===== config.mk =====
export PLATFORM = sky130hd
export DESIGN_NAME = tvfs_ram
export DESIGN_NICKNAME = d
export VERILOG_FILES = /design/src/design/tvfs_ram.sv
export SDC_FILE = /design/constraint.sdc
export NUM_CORES = 2
export LEC_CHECK = 0
export ABC_AREA = 1
export BUFFER_PORTS_ARGS = -buffer_cell sky130_fd_sc_hd__buf_2
export CAP_MARGIN = 20
export CORE_MARGIN = 4
export CORE_UTILIZATION = 32
export CTS_CLUSTER_SIZE = 8
export DETAILED_ROUTE_END_ITERATION = 16
export PLACE_DENSITY_LB_ADDON = 0.05
export SYNTH_ARGS = -nofsm -noshare
export SYNTH_HDL_FRONTEND = slang
export SYNTH_SLANG_ARGS = --single-unit

===== constraint.sdc =====
create_clock -name clk -period 3.15 [get_ports clk]
set_clock_uncertainty 0.2 [all_clocks]
set_input_delay 0.4725 -clock clk [delete_from_list [all_inputs] [get_ports clk]]
set_output_delay 0.4725 -clock clk [all_outputs]
set_load 0.02 [all_outputs]

===== src/design/tvfs_ram.sv =====
module tvfs_ram #(
    parameter int WIDTH = 8,
    parameter int DEPTH = 256
) (
    input  logic                     clk,
    input  logic                     we,
    input  logic [$clog2(DEPTH)-1:0] waddr,
    input  logic [WIDTH-1:0]         wdata,
    input  logic [$clog2(DEPTH)-1:0] raddr,
    output logic [WIDTH-1:0]         rdata
);

    logic [WIDTH-1:0] mem [DEPTH];

    // One write port, one registered read port.
    always_ff @(posedge clk)
    begin
        if (we)
            mem[waddr] <= wdata;
        rdata <= mem[raddr];
    end

endmodule


==> impl_metrics.csv, run 1 <==
group,metric,value,unit
logic_synthesis,netlist-cell-type-count,14,
logic_synthesis,synth_commonest_cells,"nand2_1, edfxtp_1, nand3_1",
logic_synthesis,syn_inst,7003,
logic_synthesis,yosys_most_used_dff,"edfxtp_1",
outcome,status,"did not finish",
placed_design,port_buffers,33,
floorplan,io_pins,34,
logic_synthesis,synthTopCellsByArea,"edfxtp_1, nand3_1, nand2_1, buf_2, nor2_1",
logic_synthesis,seq_area_frac_synth,0.739,
logic_synthesis,yosys.area.top_type,"edfxtp_1",
outcome,error,"[ERROR RSZ-0501] buffering pin input1/X failed: area recovery cannot reproduce solution",
logic_synthesis,yosysMostFrequentCell,"nand2_1",
logic_synthesis,async_reset_ff_frac,0,
logic_synthesis,synthesis.nets,7029,
floorplan,initial_core_util,0.321,
logic_synthesis,synth_top_cell_area_share,0.737,
logic_synthesis,synth_area,83400,um2
logic_synthesis,synth-seq-cells,2056,
floorplan,die_x,519,um
logic_synthesis,ys_warn_count,0,
logic_synthesis,syn_area_per_cell,11.9,um2
outcome,stop_stage,"global placement",
floorplan,rows,187,
logic_synthesis,synth-edff-count,2048,
floorplan,die_y,519,um
[logic make-up after synthesis]
kind of cell	after synthesis	synth area share
AND/OR/NAND/NOR	4425	0.229
flip-flops	2056	0.739
buffers and inverters	522	0.0312
==> run 2: changes to the inputs <==
--- a/config.mk
+++ b/config.mk
@@ -9,10 +9,9 @@
 export BUFFER_PORTS_ARGS = -buffer_cell sky130_fd_sc_hd__buf_2
 export CAP_MARGIN = 20
 export CORE_MARGIN = 4
-export CORE_UTILIZATION = 32
-export CTS_CLUSTER_SIZE = 8
+export CORE_UTILIZATION = 20
 export DETAILED_ROUTE_END_ITERATION = 16
-export PLACE_DENSITY_LB_ADDON = 0.05
+export PLACE_DENSITY_LB_ADDON = 0.15
 export SYNTH_ARGS = -nofsm -noshare
 export SYNTH_HDL_FRONTEND = slang
 export SYNTH_SLANG_ARGS = --single-unit
==> run 2 against run 1 <==
Compared with the run above:
- the run now ends clean
- synthesized cell count did not move
- area after synthesis unchanged
==> impl_metrics.csv, run 2 <==
group,metric,value,unit
power,cellPowerDensity,598,nW/um2
logic_synthesis,synth-edff-count,2048,
layout,final_area,101000,um2
setup_path,arrival,2.00,ns
power,power.leakage,34.6,nW
logic_synthesis,yosysMostFrequentCell,"nand2_1",
logic_synthesis,syn_inst,7003,
global_route,grt_pass1_vias,54500,
setup_path,cp_max_fo,11,
global_route,gr-usage-all-layers,0.137,
routing,wl,300000,um
logic_synthesis,syn_area_per_cell,11.9,um2
global_route,grt_start_max_net_pins,88,
setup_path,reg2reg_to,"rdata[5]",
min_path,hold_path_class,"input port to flip-flop",
layout,largest_registers,"mem x2048, rdata x8",
min_path,min_from,"raddr[6]",
outcome,status,"complete, no violations",
logic_synthesis,netlist-cell-type-count,14,
layout,final_cell_mix,"nand2_1, edfxtp_1, nand3_1",
logic_synthesis,synthesis.nets,7029,
logic_synthesis,async_reset_ff_frac,0,
placed_design,place_congestion,0.782,
setup_path,cp_top_family,"flip-flops",
setup_path,timing.rr.start,"mem[207][5]",
logic_synthesis,seq_area_frac_synth,0.739,
power,ir_worst_vdd,0.000424,V
layout,multi_input_area,19200,um2
routing,postRouteAntennaNets,0,
min_path,min_delay_path_depth,6,
layout,largest_register_ffs,2048,
logic_synthesis,yosys.area.top_type,"edfxtp_1",
placed_design,post-dp-hpwl,187000,um
floorplan,die_x,654,um
setup_path,slowest_delay,0.79,ns
logic_synthesis,ys_warn_count,0,
global_route,grt-ovfl-total,0,
floorplan,die_y,654,um
routing,vias,55300,
layout,final_nets,7386,
min_path,min_to,"rdata[7]",
clock_network,clockRootBuffer,"clkbuf_16",
routing,wl_per_cell,23.0,um
layout,mostFrequentLayoutCell,"nand2_1",
clock_network,clock_sinks,2056,
clock_network,cts_buffers,231,
floorplan,rows,236,
sta,hold_viol,0,
sta,clock.fmax,374,MHz
sta,rsz0062_at_grt,"no",
setup_path,regToRegSetupSlack,0.96,ns
layout,final_cells,13000,
placed_design,dp.cells,12600,
routing,vias_per_cell,4.25,
setup_path,ff2ff_path_depth,10,
sta,maxSlewViolCount,0,
layout,fin_util,0.244,
sta,tightest_slew,0.748,ns
routing,first_iter_violations,4495,
clock_network,cts_max_level,4,
placed_design,port_buffers,33,
clock_network,clk_path_buf_depth,4,
setup_path,start_kind,"flip-flop",
layout,drive_gt1_frac,0.122,
sta,finalSetupViolCount,0,
setup_path,worst_setup_path_end_kind,"output port",
floorplan,initial_core_util,0.201,
global_route,grt_pass1_wl,427000,um
logic_synthesis,synth_area,83400,um2
routing,dr.pass1.iters,5,
layout,regArea,61700,um2
logic_synthesis,synthTopCellsByArea,"edfxtp_1, nand3_1, nand2_1, buf_2, nor2_1",
layout,fill_cells,43500,
sta,holdWs,0.103,ns
layout,top_register,"mem",
routing,drc_errors,0,
logic_synthesis,synth_commonest_cells,"nand2_1, edfxtp_1, nand3_1",
clock_network,clk_latency,0.93,ns
flow_run,cap_violations,0,
clock_network,cts_tree,"built",
floorplan,die_area,427000,um2
logic_synthesis,synth_top_cell_area_share,0.737,
sta,max_slew_margin,0.500,
setup_path,critPathSlowestCell,"dfxtp_1",
placed_design,place_area,93700,um2
floorplan,io_pins,34,
setup_path,critPathRequiredTime,2.48,ns
setup_path,critical_path_buf_inv_count,1,
setup_path,crit_cells,1,
logic_synthesis,synth-seq-cells,2056,
setup_path,crit_chain,"buf_2",
sta,finalCriticalPeriod,2.67,ns
setup_path,worstSetupPathType,"flip-flop to output port",
global_route,antenna_found_initial,23,
sta,min_period_over_period,0.849,
clock_network,cts.clk_slew.worst_paths,0.06,ns
layout,synthToLayoutAreaGrowth,21.1,%
floorplan,placeableCoreArea,414000,um2
logic_synthesis,yosys_most_used_dff,"edfxtp_1",
run 2: stage by stage:
step / worst slack [ns] / power [mW] / setup TNS [ns]
final: 0.477 / 60.3 / 0
after detailed placement: -0.0975 / 35.0 / -0.267
after global routing: 0.344 / 62.8 / 0
after floorplan: 0.986 / 32.6 / 0
after CTS: 0.332 / 61.4 / 0
after global placement: -0.151 / 35.0 / -0.545
run 2: kinds of logic after synthesis:
family / synth area share
buf+inv: 0.0312
flops: 0.739
simple gates: 0.229
run 2: how the worst max path moves through the flow:
stage                     startpoint           to  slack (ns)
after CTS                   rdata[6]     rdata[6]        0.33
after detailed placement    raddr[1]     rdata[7]        -0.1
after global routing        rdata[6]     rdata[6]        0.34
final                       rdata[6]     rdata[6]        0.48
after floorplan                   we  mem[162][0]        0.99
after global placement      raddr[0]     rdata[5]       -0.15
run 2: area by class of cell:
cell class              instances  area share
clock buffers                 294      0.0603
well taps                    5474      0.0678
clock inverters               113     0.00988
inverters                      39     0.00182
diodes                         22    0.000545
flip-flops and latches       2056       0.611
repair buffers                607      0.0590
multi-input cells            4425       0.190
run 2: timing repair:
| action | 4_1_cts | 5_1_grt |
|---|---|---|
| gates resized for setup | 0 | 0 |
| hold buffers | 9 | 0 |
| endpoints found under the hold margin | 452 | 0 |
| buffers inserted | 0 | 0 |
run 2: metal layers:
metal  GRT usage  up-vias  share of wire
li1            -    25600              -
met1       0.190    28200           0.46
met2       0.229     1186           0.48
met3      0.0159      336          0.038
met4      0.0314        0          0.023
met5           0        -              0
run 2: where the power goes:
part,total (mW),switching [mW],leakage (nW),internal [mW]
Sequential,30.2,0.0726,18.5,30.2
Clock,26.0,11.3,3.45,14.7
Combinational,4.08,3.01,12.7,1.07
Power figures use the tool's default switching activity.
